## src/sv/iwn_pkg.sv

```systemverilog
// Package for the ISO 8601 week number block: transaction types, calendar
// constants and small arithmetic helpers. No dependencies.
package iwn_pkg;

   // Input transaction: a calendar date.
   typedef struct packed {
      logic [3:0]  month;
      logic [4:0]  day;
      logic [13:0] year;
   } req_type;

   // Result transaction: ISO week and ISO week-numbering year.
   typedef struct packed {
      logic [5:0]  week_number;
      logic [13:0] iso_year;
   } rsp_type;

   // Years are biased by 400 internally so that the running day count stays
   // positive; day count zero (January 1 of biased year 1) is a Monday.
   // The pipeline carries p = biased year - 1.
   localparam logic [14:0] YEAR_BIAS_M1   = 15'd399;
   localparam logic [14:0] YEAR_BIAS      = 15'd400;
   localparam logic [14:0] YEAR_BIAS_M2   = 15'd398;
   localparam logic [8:0]  DAYS_PER_YEAR  = 9'd365;

   // floor(p / 100) = (p * DIV100_MUL) >> DIV100_SHIFT, exact for p < 2^15.
   localparam logic [14:0] DIV100_MUL     = 15'd20972;
   localparam int          DIV100_SHIFT   = 21;
   localparam logic [14:0] HUNDRED        = 15'd100;

   // floor(n / 7) = (n * DIV7_MUL) >> DIV7_SHIFT, exact for n < 682.
   localparam logic [9:0]  DIV7_MUL       = 10'd586;
   localparam int          DIV7_SHIFT     = 12;

   // Days in the year before the first of the given month (1 = January).
   function automatic logic [8:0] days_before_month(input logic [3:0] month);
      logic [8:0] days;
      case (month)
         4'd1:    days = 9'd0;
         4'd2:    days = 9'd31;
         4'd3:    days = 9'd59;
         4'd4:    days = 9'd90;
         4'd5:    days = 9'd120;
         4'd6:    days = 9'd151;
         4'd7:    days = 9'd181;
         4'd8:    days = 9'd212;
         4'd9:    days = 9'd243;
         4'd10:   days = 9'd273;
         4'd11:   days = 9'd304;
         4'd12:   days = 9'd334;
         default: days = 9'd0;
      endcase
      return days;
   endfunction

   // Remainder modulo 7 of a 15-bit value. Since 8 is 1 modulo 7, the octal
   // digits are summed, folded once more and corrected by one subtraction.
   function automatic logic [2:0] mod7(input logic [14:0] value);
      logic [5:0] digit_sum;
      logic [3:0] fold;
      logic [3:0] rem;
      digit_sum = {3'b0, value[14:12]} + {3'b0, value[11:9]} + {3'b0, value[8:6]}
                + {3'b0, value[5:3]} + {3'b0, value[2:0]};
      fold = {1'b0, digit_sum[5:3]} + {1'b0, digit_sum[2:0]};
      rem = (fold >= 4'd7) ? (fold - 4'd7) : fold;
      return rem[2:0];
   endfunction

endpackage

```

## src/sv/iso_week_number_top.sv

```systemverilog
// Top level of the ISO 8601 week number block: a five-register pipeline
// from calendar date to ISO week and ISO year. Depends on iwn_pkg.
//
// Use of the block:
// The request channel (req_valid, req_stall, req_data) carries one calendar
// date per transaction: month, day and year. A day past the end of its
// month rolls into the following month, month zero means December of the
// year before, and a month above twelve wraps into the year after.
// The response channel (rsp_valid, rsp_stall, rsp_data) returns one
// transaction per date, in order: the ISO week number (1 to 53) and the ISO
// week-numbering year, which wraps modulo 2^14 at the ends of the range.
//
// A date taken at a rising edge passes stages 1 to 4 and the output register
// before it appears on rsp_data. Throughput is one transaction per cycle
// while rsp_stall is low; the five register stages each hold one date, and
// the deepest is the constant multiply that divides the year by one hundred.
// Each stage has its own valid bit and moves whenever the stage after it is
// empty or moving, so bubbles close up and a stalled result does not stop
// new dates from entering while free stages remain. When the receiver
// holds rsp_stall, the result stays on rsp_data unchanged and the pipeline
// fills behind it; req_stall rises once all stages are occupied.
// A synchronous reset empties all stages; no transaction is lost or
// repeated by a stall, and nothing else in the block needs clearing.
module iso_week_number_top
   import iwn_pkg::*;
(
   input  logic    clock,
   input  logic    reset,
   input  logic    req_valid,
   output logic    req_stall,
   input  req_type req_data,
   output logic    rsp_valid,
   input  logic    rsp_stall,
   output rsp_type rsp_data
);

   // Per-stage ready: the stage may load when empty or when it drains.
   logic rdy1, rdy2, rdy3, rdy4, rdy5;

   // ---------------------------------------------------------------------
   // Stage 1: normalize the month and form p = biased year - 1, then
   // start the division by one hundred with a reciprocal multiply.
   // ---------------------------------------------------------------------
   logic [3:0]  month_n;
   logic [14:0] p_n;
   logic [29:0] prod100;

   always_comb begin
      if (req_data.month == 4'd0) begin
         month_n = 4'd12;
         p_n = {1'b0, req_data.year} + YEAR_BIAS_M2;
      end else if (req_data.month > 4'd12) begin
         month_n = req_data.month - 4'd12;
         p_n = {1'b0, req_data.year} + YEAR_BIAS;
      end else begin
         month_n = req_data.month;
         p_n = {1'b0, req_data.year} + YEAR_BIAS_M1;
      end
      prod100 = {15'b0, p_n} * {15'b0, DIV100_MUL};
   end

   logic        s1_valid_ff;
   logic [14:0] s1_p_ff;
   logic [3:0]  s1_month_ff;
   logic [4:0]  s1_day_ff;
   logic [7:0]  s1_q_ff;

   always_ff @(posedge clock) begin
      if (reset) begin
         s1_valid_ff <= 1'b0;
      end else if (rdy1) begin
         s1_valid_ff <= req_valid;
      end
      if (rdy1) begin
         s1_p_ff     <= p_n;
         s1_month_ff <= month_n;
         s1_day_ff   <= req_data.day;
         s1_q_ff     <= prod100[DIV100_SHIFT+7:DIV100_SHIFT];
      end
   end

   // ---------------------------------------------------------------------
   // Stage 2: leap-year flags for the year and the year before, weekday
   // offset of January 1, and the zero-based day of year.
   // ---------------------------------------------------------------------
   logic [14:0]       qx100;
   logic [6:0]        r100;
   logic              leap_cur_in;
   logic              leap_prev_in;
   logic [14:0]       jan1_in;
   logic signed [9:0] doy_in;

   always_comb begin
      qx100 = 15'({7'b0, s1_q_ff} * HUNDRED);
      r100 = 7'(s1_p_ff - qx100);
      // Year y = p + 1 is a leap year when p mod 4 is 3, unless y is a
      // century year that is not a multiple of 400.
      leap_cur_in = (s1_p_ff[1:0] == 2'd3) && ((r100 != 7'd99) || (s1_q_ff[1:0] == 2'd3));
      leap_prev_in = (s1_p_ff[1:0] == 2'd0) && ((r100 != 7'd0) || (s1_q_ff[1:0] == 2'd0));
      // 365 is 1 modulo 7, so only the leap-day terms matter for the weekday.
      jan1_in = s1_p_ff + (s1_p_ff >> 2) + {9'b0, s1_q_ff[7:2]} - {7'b0, s1_q_ff};
      doy_in = $signed({1'b0, days_before_month(s1_month_ff)})
             + $signed({9'b0, (leap_cur_in && (s1_month_ff > 4'd2))})
             + $signed({5'b0, s1_day_ff}) - 10'sd1;
   end

   logic              s2_valid_ff;
   logic [14:0]       s2_p_ff;
   logic [14:0]       s2_jan1_ff;
   logic signed [9:0] s2_doy_ff;
   logic              s2_leap_cur_ff;
   logic              s2_leap_prev_ff;

   always_ff @(posedge clock) begin
      if (reset) begin
         s2_valid_ff <= 1'b0;
      end else if (rdy2) begin
         s2_valid_ff <= s1_valid_ff;
      end
      if (rdy2) begin
         s2_p_ff         <= s1_p_ff;
         s2_jan1_ff      <= jan1_in;
         s2_doy_ff       <= doy_in;
         s2_leap_cur_ff  <= leap_cur_in;
         s2_leap_prev_ff <= leap_prev_in;
      end
   end

   // ---------------------------------------------------------------------
   // Stage 3: weekday (0 = Monday) and the Thursday of the same week,
   // as an offset from January 1 of the current year.
   // ---------------------------------------------------------------------
   logic [14:0]       day_sum;
   logic [2:0]        weekday;
   logic signed [9:0] thu_in;

   always_comb begin
      day_sum = s2_jan1_ff + 15'(s2_doy_ff);
      weekday = mod7(day_sum);
      thu_in = s2_doy_ff + 10'sd3 - $signed({7'b0, weekday});
   end

   logic              s3_valid_ff;
   logic [14:0]       s3_p_ff;
   logic signed [9:0] s3_thu_ff;
   logic              s3_leap_cur_ff;
   logic              s3_leap_prev_ff;

   always_ff @(posedge clock) begin
      if (reset) begin
         s3_valid_ff <= 1'b0;
      end else if (rdy3) begin
         s3_valid_ff <= s2_valid_ff;
      end
      if (rdy3) begin
         s3_p_ff         <= s2_p_ff;
         s3_thu_ff       <= thu_in;
         s3_leap_cur_ff  <= s2_leap_cur_ff;
         s3_leap_prev_ff <= s2_leap_prev_ff;
      end
   end

   // ---------------------------------------------------------------------
   // Stage 4: the Thursday's calendar year is the ISO year; find the
   // Thursday's day of year within it.
   // ---------------------------------------------------------------------
   logic signed [9:0] year_len;
   logic signed [9:0] prev_len;
   logic signed [9:0] yday_s;
   logic [8:0]        yday_in;
   logic [14:0]       iso_full;

   always_comb begin
      year_len = $signed({1'b0, DAYS_PER_YEAR}) + $signed({9'b0, s3_leap_cur_ff});
      prev_len = $signed({1'b0, DAYS_PER_YEAR}) + $signed({9'b0, s3_leap_prev_ff});
      if (s3_thu_ff >= year_len) begin
         // Thursday falls in the next year.
         yday_s = s3_thu_ff - year_len;
         iso_full = s3_p_ff - YEAR_BIAS_M2;
      end else if (s3_thu_ff >= 10'sd0) begin
         yday_s = s3_thu_ff;
         iso_full = s3_p_ff - YEAR_BIAS_M1;
      end else begin
         // Thursday falls in the previous year.
         yday_s = s3_thu_ff + prev_len;
         iso_full = s3_p_ff - YEAR_BIAS;
      end
      yday_in = yday_s[8:0];
   end

   logic        s4_valid_ff;
   logic [8:0]  s4_yday_ff;
   logic [13:0] s4_iso_ff;

   always_ff @(posedge clock) begin
      if (reset) begin
         s4_valid_ff <= 1'b0;
      end else if (rdy4) begin
         s4_valid_ff <= s3_valid_ff;
      end
      if (rdy4) begin
         s4_yday_ff <= yday_in;
         s4_iso_ff  <= iso_full[13:0];
      end
   end

   // ---------------------------------------------------------------------
   // Stage 5: week number = day of year / 7 + 1, into the output register.
   // ---------------------------------------------------------------------
   logic [18:0] prod7;
   rsp_type     rsp_in;

   always_comb begin
      prod7 = 19'({10'b0, s4_yday_ff} * {9'b0, DIV7_MUL});
      rsp_in.week_number = prod7[DIV7_SHIFT+5:DIV7_SHIFT] + 6'd1;
      rsp_in.iso_year = s4_iso_ff;
   end

   logic    rsp_valid_ff;
   rsp_type rsp_data_ff;

   always_ff @(posedge clock) begin
      if (reset) begin
         rsp_valid_ff <= 1'b0;
      end else if (rdy5) begin
         rsp_valid_ff <= s4_valid_ff;
      end
      if (rdy5) begin
         rsp_data_ff <= rsp_in;
      end
   end

   // Flow control: each stage advances when it is empty or the next one
   // advances, so a stall at the output fills the bubbles first.
   always_comb begin
      rdy5 = !rsp_valid_ff || !rsp_stall;
      rdy4 = !s4_valid_ff || rdy5;
      rdy3 = !s3_valid_ff || rdy4;
      rdy2 = !s2_valid_ff || rdy3;
      rdy1 = !s1_valid_ff || rdy2;
   end

   assign req_stall = !rdy1;
   assign rsp_valid = rsp_valid_ff;
   assign rsp_data  = rsp_data_ff;

`ifndef SYNTHESIS
   // A held first stage keeps its date until the stage behind it frees up.
   assert property (@(posedge clock) disable iff (reset)
      (s1_valid_ff && !rdy2) |=> (s1_valid_ff && $stable(s1_p_ff) && $stable(s1_q_ff)))
      else $error("first stage lost or changed a held date");

   // The Thursday lies at most a few days outside the current year.
   assert property (@(posedge clock) disable iff (reset)
      s3_valid_ff |-> ((s3_thu_ff >= -10'sd6) && (s3_thu_ff <= 10'sd368)))
      else $error("Thursday offset out of range");

   // The day of year within the ISO year never exceeds the last day.
   assert property (@(posedge clock) disable iff (reset)
      s4_valid_ff |-> (s4_yday_ff <= 9'd365))
      else $error("day of ISO year out of range");

   // Every delivered week number lies between 1 and 53.
   assert property (@(posedge clock) disable iff (reset)
      rsp_valid_ff |-> ((rsp_data_ff.week_number >= 6'd1) &&
                        (rsp_data_ff.week_number <= 6'd53)))
      else $error("week number out of range");
`endif

endmodule

```

## config.mk

```make
export PLATFORM = sky130hd
export DESIGN_NAME = iso_week_number_top
export DESIGN_NICKNAME = d
export VERILOG_FILES = /design/src/sv/iwn_pkg.sv /design/src/sv/iso_week_number_top.sv
export SDC_FILE = /design/constraint.sdc
export NUM_CORES = 1
export LEC_CHECK = 0
export BUFFER_PORTS_ARGS = -buffer_cell sky130_fd_sc_hd__buf_2
export CAP_MARGIN = 10
export CELL_PAD_IN_SITES_DETAIL_PLACEMENT = 0
export CELL_PAD_IN_SITES_GLOBAL_PLACEMENT = 1
export CORE_MARGIN = 2
export CORE_UTILIZATION = 53
export CTS_BUF_LIST = sky130_fd_sc_hd__clkbuf_8
export DETAILED_ROUTE_END_ITERATION = 8
export PLACE_DENSITY = 0.82
export SLEW_MARGIN = 20
export SYNTH_ARGS = -nofsm -noshare
export SYNTH_HDL_FRONTEND = slang
export SYNTH_SLANG_ARGS = --single-unit
```

## constraint.sdc

```tcl
create_clock -name clock -period 10.2 [get_ports clock]
set_input_delay 0 -clock clock [delete_from_list [all_inputs] [get_ports clock]]
set_output_delay 0 -clock clock [all_outputs]
set_load 0.05 [all_outputs]
```

# Word-level counts from Yosys, hierarchy flattened
# Memories as Yosys holds them, arrays and structs flattened. A register that Yosys moved wholly into a read port is not among the register bits.
# Cells that the tools add are included.
[word_totals]
register_bits = 147
mem_bits_ro = 144
in_bits = 27
word_cells = 93
mem_count = 1
[classes]
add_sub_neg = 28
n_mul = 3
magnitude_cmp = 5
eq_ne = 3
muxes = 10
n_reduce_logical = 21
[memory_table]
columns = ["memory", "words", "word_bits", "rd", "rd_clocked_by_memory_dff", "wr", "line", "source"]
rows = [
  ["(no name shown)", 16, 9, 1, 1, 0, "iwn_pkg.sv:38", "case (month)"],
]
[op_table]
columns = ["cell", "count"]
rows = [
  ["$add A14 B9 Y15 const B", 3],
  ["$sub A14 B9 Y14 const B", 3],
  ["$mux W15", 2],
  ["$mux W14", 2],
  ["$mul A15 B13 Y27 const B", 1],
  ["$mux W9", 2],
  ["$mul A9 B9 Y17 const B", 1],
  ["$add A15 B13 Y15", 1],
  ["$add A15 B15 Y15", 1],
  ["$add A15 B6 Y15", 1],
  ["$sub A15 B8 Y15", 1],
  ["$mux W4", 3],
  ["$add A10 B3 Y10 const B", 1],
  ["$add A10 B6 Y10", 1],
  ["$add A9 B1 Y10", 1],
  ["$add A9 B1 Y10 const A", 1],
  ["$ge A10 B1 Y1 const B", 1],
  ["$ge A10 B10 Y1", 1],
  ["$sub A10 B2 Y10 const B", 1],
  ["$sub A10 B4 Y10", 1],
  ["$add A9 B1 Y9 const A", 1],
  ["$add A9 B9 Y9", 1],
  ["$sub A9 B9 Y9", 1],
  ["$add A3 B3 Y4", 2],
  ["other kinds (20)", 36],
]

# Longest topological paths before layout
# Gate-level depths: netlist (run 1).
[depth]
ltp_word = 9
depth_mapped = 33
ltp_nobuf = 33

# Worst setup path after synthesis (run 1)
# No wires, ideal clock.
[synth_timing]
path_kind = "reg2reg"
from = "register s2_doy_ff[0]"
to = "register s3_thu_ff[9], data pin"
arrival_ps = 7130
path_slack_ps = 2810
stages_incl_launch_ff = 33
path_cell_list = "edfxtp_1 -> ha_1 -> fa_1 -> a21o_1 -> a21oi_1 -> o21ai_1 -> a31oi_1 -> xor2_1 -> fa_1 -> inv_1 -> fa_1 -> inv_1 -> fa_1 -> inv_1 -> ha_1 -> a21o_1 -> a21oi_1 -> xnor2_1 -> fa_1 -> ha_1 -> a21oi_1 -> mux2i_1 -> ha_1 -> ha_1 -> fa_1 -> a21oi_1 -> nor2_1 -> nor2_1 -> o21bai_1 -> a21oi_1 -> o21bai_1 -> a21oi_1 -> xnor2_1"
[synth_between]
elab_chain_len = 9
elab_cells_between_ends = 11
[synth_lines]
columns = ["item", "line", "source"]
rows = [
  ["start: declaration", "iso_week_number_top.sv:110", "logic signed [9:0] s2_doy_ff;"],
  ["start signal: assignment", "iso_week_number_top.sv:123", "s2_doy_ff <= doy_in;"],
  ["$add A15 B15 Y15", "iso_week_number_top.sv:138", "day_sum = s2_jan1_ff + 15'(s2_doy_ff);"],
  ["$add A3 B3 Y4", "iwn_pkg.sv:62", "digit_sum = {3'b0, value[14:12]} + {3'b0, value[11:9]} + {3'b0, value[8:6]}"],
  ["$add A4 B3 Y5", "iwn_pkg.sv:62", ""],
  ["$add A5 B3 Y6", "iwn_pkg.sv:63", "+ {3'b0, value[5:3]} + {3'b0, value[2:0]};"],
  ["$add A6 B3 Y6", "iwn_pkg.sv:63", ""],
  ["$add A3 B3 Y4", "iwn_pkg.sv:64", "fold = {1'b0, digit_sum[5:3]} + {1'b0, digit_sum[2:0]};"],
  ["$ge A4 B3 Y1 or $sub A3 B3 Y3 (tied branches)", "iwn_pkg.sv:65", "rem = (fold >= 4'd7) ? (fold - 4'd7) : fold;"],
  ["$mux W3", "iwn_pkg.sv:65", ""],
  ["$sub A10 B4 Y10 *", "iso_week_number_top.sv:140", "thu_in = s2_doy_ff + 10'sd3 - $signed({7'b0, weekday});"],
  ["net thu_in[9]", "iso_week_number_top.sv:135", "logic signed [9:0] thu_in;"],
  ["end signal: assignment", "iso_week_number_top.sv:157", "s3_thu_ff <= thu_in;"],
  ["end: declaration", "iso_week_number_top.sv:145", "logic signed [9:0] s3_thu_ff;"],
]
# The timed path passes the listed nets; every way through them passes the cells marked *.
# A chain may end at the register's enable or synchronous reset.

# Worst setup path in the final report (run 1)
# Same ends and word-level chain as after synthesis.

==> results of run 1 <==
cell usage after synthesis, drive strengths merged, types with 2 or more instances:
master   number  area, sq um
nand3        14        70.07
inv         282         1059
a2111oi       5        68.82
o31ai         3        27.52
and2          6        37.54
xnor2        75        664.4
a211o         2        17.52
and3          9        56.30
nand4         5        37.53
o21ai        39        195.2
nand2        49        183.9
a211oi        4        45.05
nor3         12        60.06
a21o         20        150.1
buf           4        22.52
o31a          3        26.28
a22o          2        17.52
nor2b         8        52.55
a31o          2        17.52
edfxtp      142         4264
a21boi        3        22.52
nand2b        8        50.05
nand3b        3        22.52
clkbuf        4        15.01
o21bai       11        93.84
ha          245         3065
a31oi         7        43.79
a21oi        54        277.8
o21a          9        67.56
o22ai         4        25.02
nor2         49        186.4
o211ai        4        35.03
nor3b         5        42.54
dfxtp        14        280.3
xor2         32        280.3
mux2i        11        110.1
or2           5        31.28
mux2          2        22.52
fa          102         2042
worst paths after layout:
| kind | startpoint | to | cells past startpoint |
|---|---|---|---|
| setup / recovery | s2_doy_ff[0] | s3_thu_ff[9] | 32 |
| hold / removal | req_data[12] | s1_p_ff[14] | 3 |
| setup reg to reg | s2_doy_ff[0] | s3_thu_ff[9] | 32 |
| hold reg to reg | s2_p_ff[9] | s3_p_ff[9] | 0 |
worst max-delay path: cells and delay by family (launching register included):
kind | cells | cell delay, ns
buffers and inverters | 3 | 0.16
xor gates and xnor gates | 3 | 0.37
DFF | 1 | 0.41
AOI/OAI and AO/OA | 12 | 2.17
muxes | 1 | 0.23
adders and majority gates | 11 | 4.13
and+or+nand+nor | 2 | 0.20
through the flow:
step	cells	setup slack [ns]
2_1_floorplan	1275	2.810
3_3_place_gp	1652	2.440
3_5_place_dp	1652	2.298
4_1_cts	1697	2.275
5_1_grt	1697	1.673
6_report	1697	2.289
flip-flops by register name (all words and copies together) (netlist names), 4 cells and up, named ones only:
name and cells:
s2_doy_ff 10, s3_p_ff 14, s1_month_ff 4, s4_yday_ff 9
rsp_data 20, s1_p_ff 15, s2_p_ff 14, s3_thu_ff 10
s1_q_ff 8, s1_day_ff 5, s4_iso_ff 14, s2_jan1_ff 15
cell families after synthesis:
family,synth area share
fa+ha+maj,0.3658
buf+inv,0.07851
compound gates,0.08747
simple gates,0.06390
flops,0.3255
xor+xnor,0.06766
mux,0.01111
cells in the final DEF, fill, tap and decap left out, types with 7 or more instances in the layout:
cell type	instances
edfxtp_1	142
nand2_1	49
a21oi_1	52
a31oi_1	7
nor2b_1	7
and3_1	9
o21ai_0	16
nor3_1	12
o21a_1	9
nor2_1	48
clkbuf_8	17
o21ai_1	23
nand3_1	13
fa_1	102
dfxtp_1	14
mux2i_1	11
buf_2	48
ha_1	245
dlygate4sd3_1	13
xnor2_1	74
inv_1	281
xor2_1	32
a21o_1	20
nand2b_1	8
o21bai_1	10
area by class of cell:
class                      count  area (sq um)  area share
tap                          335         419.2     0.02763
inverter                     282          1059     0.06979
multi-input combinational    829          8325      0.5489
clock buffer                  17         234.0     0.01543
timing repair buffer          63         385.4     0.02541
sequential                   156          4544      0.2996
clock inverter                15         201.4     0.01328
routing by layer:
layer | up-vias | global-route usage
li1 | 4409 | -
met1 | 4126 | 0.2413
met2 | 90 | 0.3336
met3 | 18 | 0.02836
met4 | 0 | 0.04460
met5 | - | 0
==> metrics, run 1 <==
layout cells sized above 1=0.08297; # hold bufs at CTS=13; core area=25980 sq um; post-synth cell types=73; CP required=around 10 ns; max-cap violations=0; I/O pins=~50; Clk Latency, worst-skew pair=around 0.46 ns; syn_area_per_cell=10.95 sq um; die area=approximately 28000 sq um; synthesis-stage register bit count=about 160; initial antenna violation count=0; fin crit share=0.7756; critical path's slowest cell=fa_1; post-CTS setup buffer count=0; Syn Inst Count=1275; maximum clock rate=0.1264 GHz; sum of negative setup slack=0 ns; final core utilization=0.5837; CP max FO=3; worst reg-to-reg setup slack=about 2.3 ns; pin count of the biggest net entering global routing=43; fillers=2212; YS warnings=0; PortBufs=48; critical path type=register to register; Layout area overhead=8.649%; GPL Wtd Cong=between 0.8 and 0.9; startpoint types=register; Final Instance Area=about 15000 sq um; CTS Buf Count=17; # resized after CTS=0; antenna diode count=0; routed len/inst=between 10 and 15 um; Placed Area=14600 sq um; routed length on met1=around 11000 um; number of global-route vias before repair=about 9000; skew final=about 0.020 ns; final setup fails=0; slew margin rel.=0.2819; height of the die=around 170 um; total number of vias=a little under 9000; Via density=about 5.1; Slew Viols, Final=0; Worst-Margin Slew=~1.1 ns; number of detailed-route iterations in the first pass=5; outcome=completed; Final Net Count=~1700; Starting DRT DRC Count=just under 300; global route overflow=0; number of enable flip-flop cells after synthesis=about 140; Crit. End Element=register; DR WL met2=12110 um; Critical Path Max Stage Delay=around 0.59 ns; hpwl dp=slightly above 20000 um; Tmin final=between 7 and 8 ns; Post-Synthesis Cell Area=about 14000 sq um; highest routing layer actually used=met4; RSZ-0062 raised after global routing=false; share of flip-flops with an asynchronous set or reset=0; CTS tree=done; Fin. Hold Viols=0; first-pass GRT wire length=roughly 42000 um; WL met3=~540 um; Post-Route WL=approximately 24000 um; Worst-path clk slew=around 0.1 ns; Tot GR Track Use=0.1873; CTS Root Cell=clkbuf_8; Seq/Total Area, Yosys=0.3255; Initial Util=0.5373; Hold Crit Class=input pin to register; Arr. time, crit path=about 8.1 ns; row count=59; H-tree levels=4; drt drc=0; Fin Hold WS=between 0.06 and 0.07 ns; Syn Nets=between 1500 and 2000; Post-DRT Antenna Nets=0; Main synth FF type=edfxtp_1; Longest Clk Path Bufs=2; die width=between 150 and 200 um; CTS sink count=between 150 and 200
Power of run 1 is not shown: default switching activity piles up to over one toggle a cycle in this logic, so the estimate is an artifact.
==> run 2: changes to the inputs <==
--- a/config.mk
+++ b/config.mk
@@ -10,10 +10,10 @@
 export CELL_PAD_IN_SITES_DETAIL_PLACEMENT = 0
 export CELL_PAD_IN_SITES_GLOBAL_PLACEMENT = 1
 export CORE_MARGIN = 2
-export CORE_UTILIZATION = 53
+export CORE_UTILIZATION = 48
 export CTS_BUF_LIST = sky130_fd_sc_hd__clkbuf_8
 export DETAILED_ROUTE_END_ITERATION = 8
-export PLACE_DENSITY = 0.82
+export PLACE_DENSITY = 0.78
 export SLEW_MARGIN = 20
 export SYNTH_ARGS = -nofsm -noshare
 export SYNTH_HDL_FRONTEND = slang
==> constraint.sdc (replaced) <==
create_clock -name clock -period 6.6 [get_ports clock]
set_input_delay 0 -clock clock [delete_from_list [all_inputs] [get_ports clock]]
set_output_delay 0 -clock clock [all_outputs]
set_load 0.05 [all_outputs]
==> run 2 against run 1 <==
Effect of this change:
- hold slack worse by 0.024 ns
- the run now ends with negative setup slack left
- clock-buffer cell count is the same
- final cell count increased by 8.5%
- non-clock buffer count increased by 95
- critical endpoint unchanged
- final area rose by 6.0%
- first-iteration DRC count shrank 6.8%
- highest routed layer unchanged
- sequential cell count is the same
- sequential share of layout area decreased by 1.7 points
- register-to-register slack worse by 2.9 ns
- die area increased by 10%
==> metrics, run 2 (synthesized netlist as in run 1, its figures left out) <==
outcome=finished with violations; failing checks=negative setup slack; fin crit share=1.094; Fin. Hold Viols=0; CTS Root Cell=clkbuf_8; startpoint types=register; CP max FO=2; Tot GR Track Use=0.1747; height of the die=between 150 and 200 um; Post-Route WL=~25000 um; skew final=0.01767 ns; Layout area overhead=15.17%; Clk Latency, worst-skew pair=around 0.45 ns; drt drc=0; layout cells sized above 1=0.1640; Slew Viols, Final=0; pin count of the biggest net entering global routing=43; slew margin rel.=0.3165; first-pass GRT wire length=43080 um; critical path type=register to register; number of global-route vias before repair=9366; CTS tree=done; row count=62; Starting DRT DRC Count=~270; Arr. time, crit path=roughly 7.4 ns; initial antenna violation count=0; max reg flops=20; max-cap violations=0; number of detailed-route iterations in the first pass=6; Post-DRT Antenna Nets=0; Tmin final=7.221 ns; GPL Wtd Cong=0.8423; Final Net Count=about 1800; worst slack, placed=-0.7240 ns; critical path's slowest cell=fa_1; fillers=2496; core area=between 20000 and 30000 sq um; Critical Path Max Stage Delay=around 0.55 ns; die width=174.5 um; global route overflow=0; Worst-Margin Slew=between 1 and 1.5 ns; PortBufs=48; total number of vias=around 9000; Crit. End Element=register; Worst Slack Setup Final=-0.6205 ns; final setup fails=7; routed len/inst=around 13 um; Worst-path clk slew=0.10 ns; hpwl dp=about 21000 um; CP required=just under 7 ns; maximum clock rate=0.1385 GHz; die area=around 30000 sq um; Hold Crit Class=input pin to register; Fin Hold WS=about 0.043 ns; most frequent cells in the layout=279 x inv_1, 240 x ha_1, 142 x edfxtp_1, 99 x fa_1, 98 x buf_4; RSZ-0062 raised after global routing=true; commonest non-fill, non-tap cell in the layout=inv_1; CTS sink count=between 150 and 200; Longest Clk Path Bufs=2; H-tree levels=4; I/O pins=49; antenna diode count=0; Via density=about 4.9; Initial Util=0.4864; CTS Buf Count=17
-- run 2: stage by stage --
stage / TNS [ns] / std cells / utilization / instance area, sq um
4_1_cts: -2.662 / 1832 / 0.5549 / 15930
6_report: -2.734 / 1841 / 0.5602 / 16080
3_3_place_gp: -1.488 / 1781 / 0.5330 / 15300
2_1_floorplan: -0.6768 / 1275 / - / 14000
5_1_grt: -5.313 / 1841 / 0.5602 / 16080
3_5_place_dp: -2.779 / 1781 / 0.5330 / 15300
-- run 2: final cells by class --
type / instances / area [sq um] / area share
clock buffers: 17 / 234.0 / 0.01455
clock inverters: 15 / 206.4 / 0.01284
inverters: 282 / 1059 / 0.06583
multi-input cells: 829 / 8459 / 0.5261
flip-flops and latches: 156 / 4544 / 0.2826
well taps: 384 / 480.5 / 0.02988
repair buffers: 158 / 1096 / 0.06817
-- run 2: timing repair --
action,CTS,global route
pin swaps,17,30
gates resized for setup,4,18
setup endpoints to repair,7,15
hold buffers,12,0
endpoints found under the hold margin,14,0
buffers inserted,7,9
-- run 2: path summary, 6_finish.rpt --
| path | startpoint | endpoint | slack [ns] | cells after the start |
|---|---|---|---|---|
| setup / recovery | s2_doy_ff[0] | s3_thu_ff[9] | -0.62 | 31 |
| hold / removal | req_data[11] | s1_p_ff[11] | 0.04 | 3 |
| setup reg to reg | s2_doy_ff[0] | s3_thu_ff[9] | -0.62 | 31 |
| hold reg to reg | s2_p_ff[10] | s3_p_ff[10] | 0.42 | 0 |
-- run 2: routing by layer --
metal	wire [um]	part of all wire	GRT usage	vias to the layer above
met1	11430	0.46	0.2249	4292
met5	0	0	0	-
met2	12290	0.50	0.3105	93
met4	305	0.012	0.03854	0
li1	-	-	-	4599
met3	579	0.024	0.02756	23
-- run 2: worst max-delay path: cells and delay by family (launching register included) --
kind	cells	cell delay (ns)
buffers and inverters	3	0.25
and+or+nand+nor	2	0.18
xor gates and xnor gates	3	0.35
muxes	1	0.22
AOI/OAI and AO/OA	10	1.43
DFF	1	0.42
adders and majority gates	12	4.15
Power of run 2 is left out for the same reason.
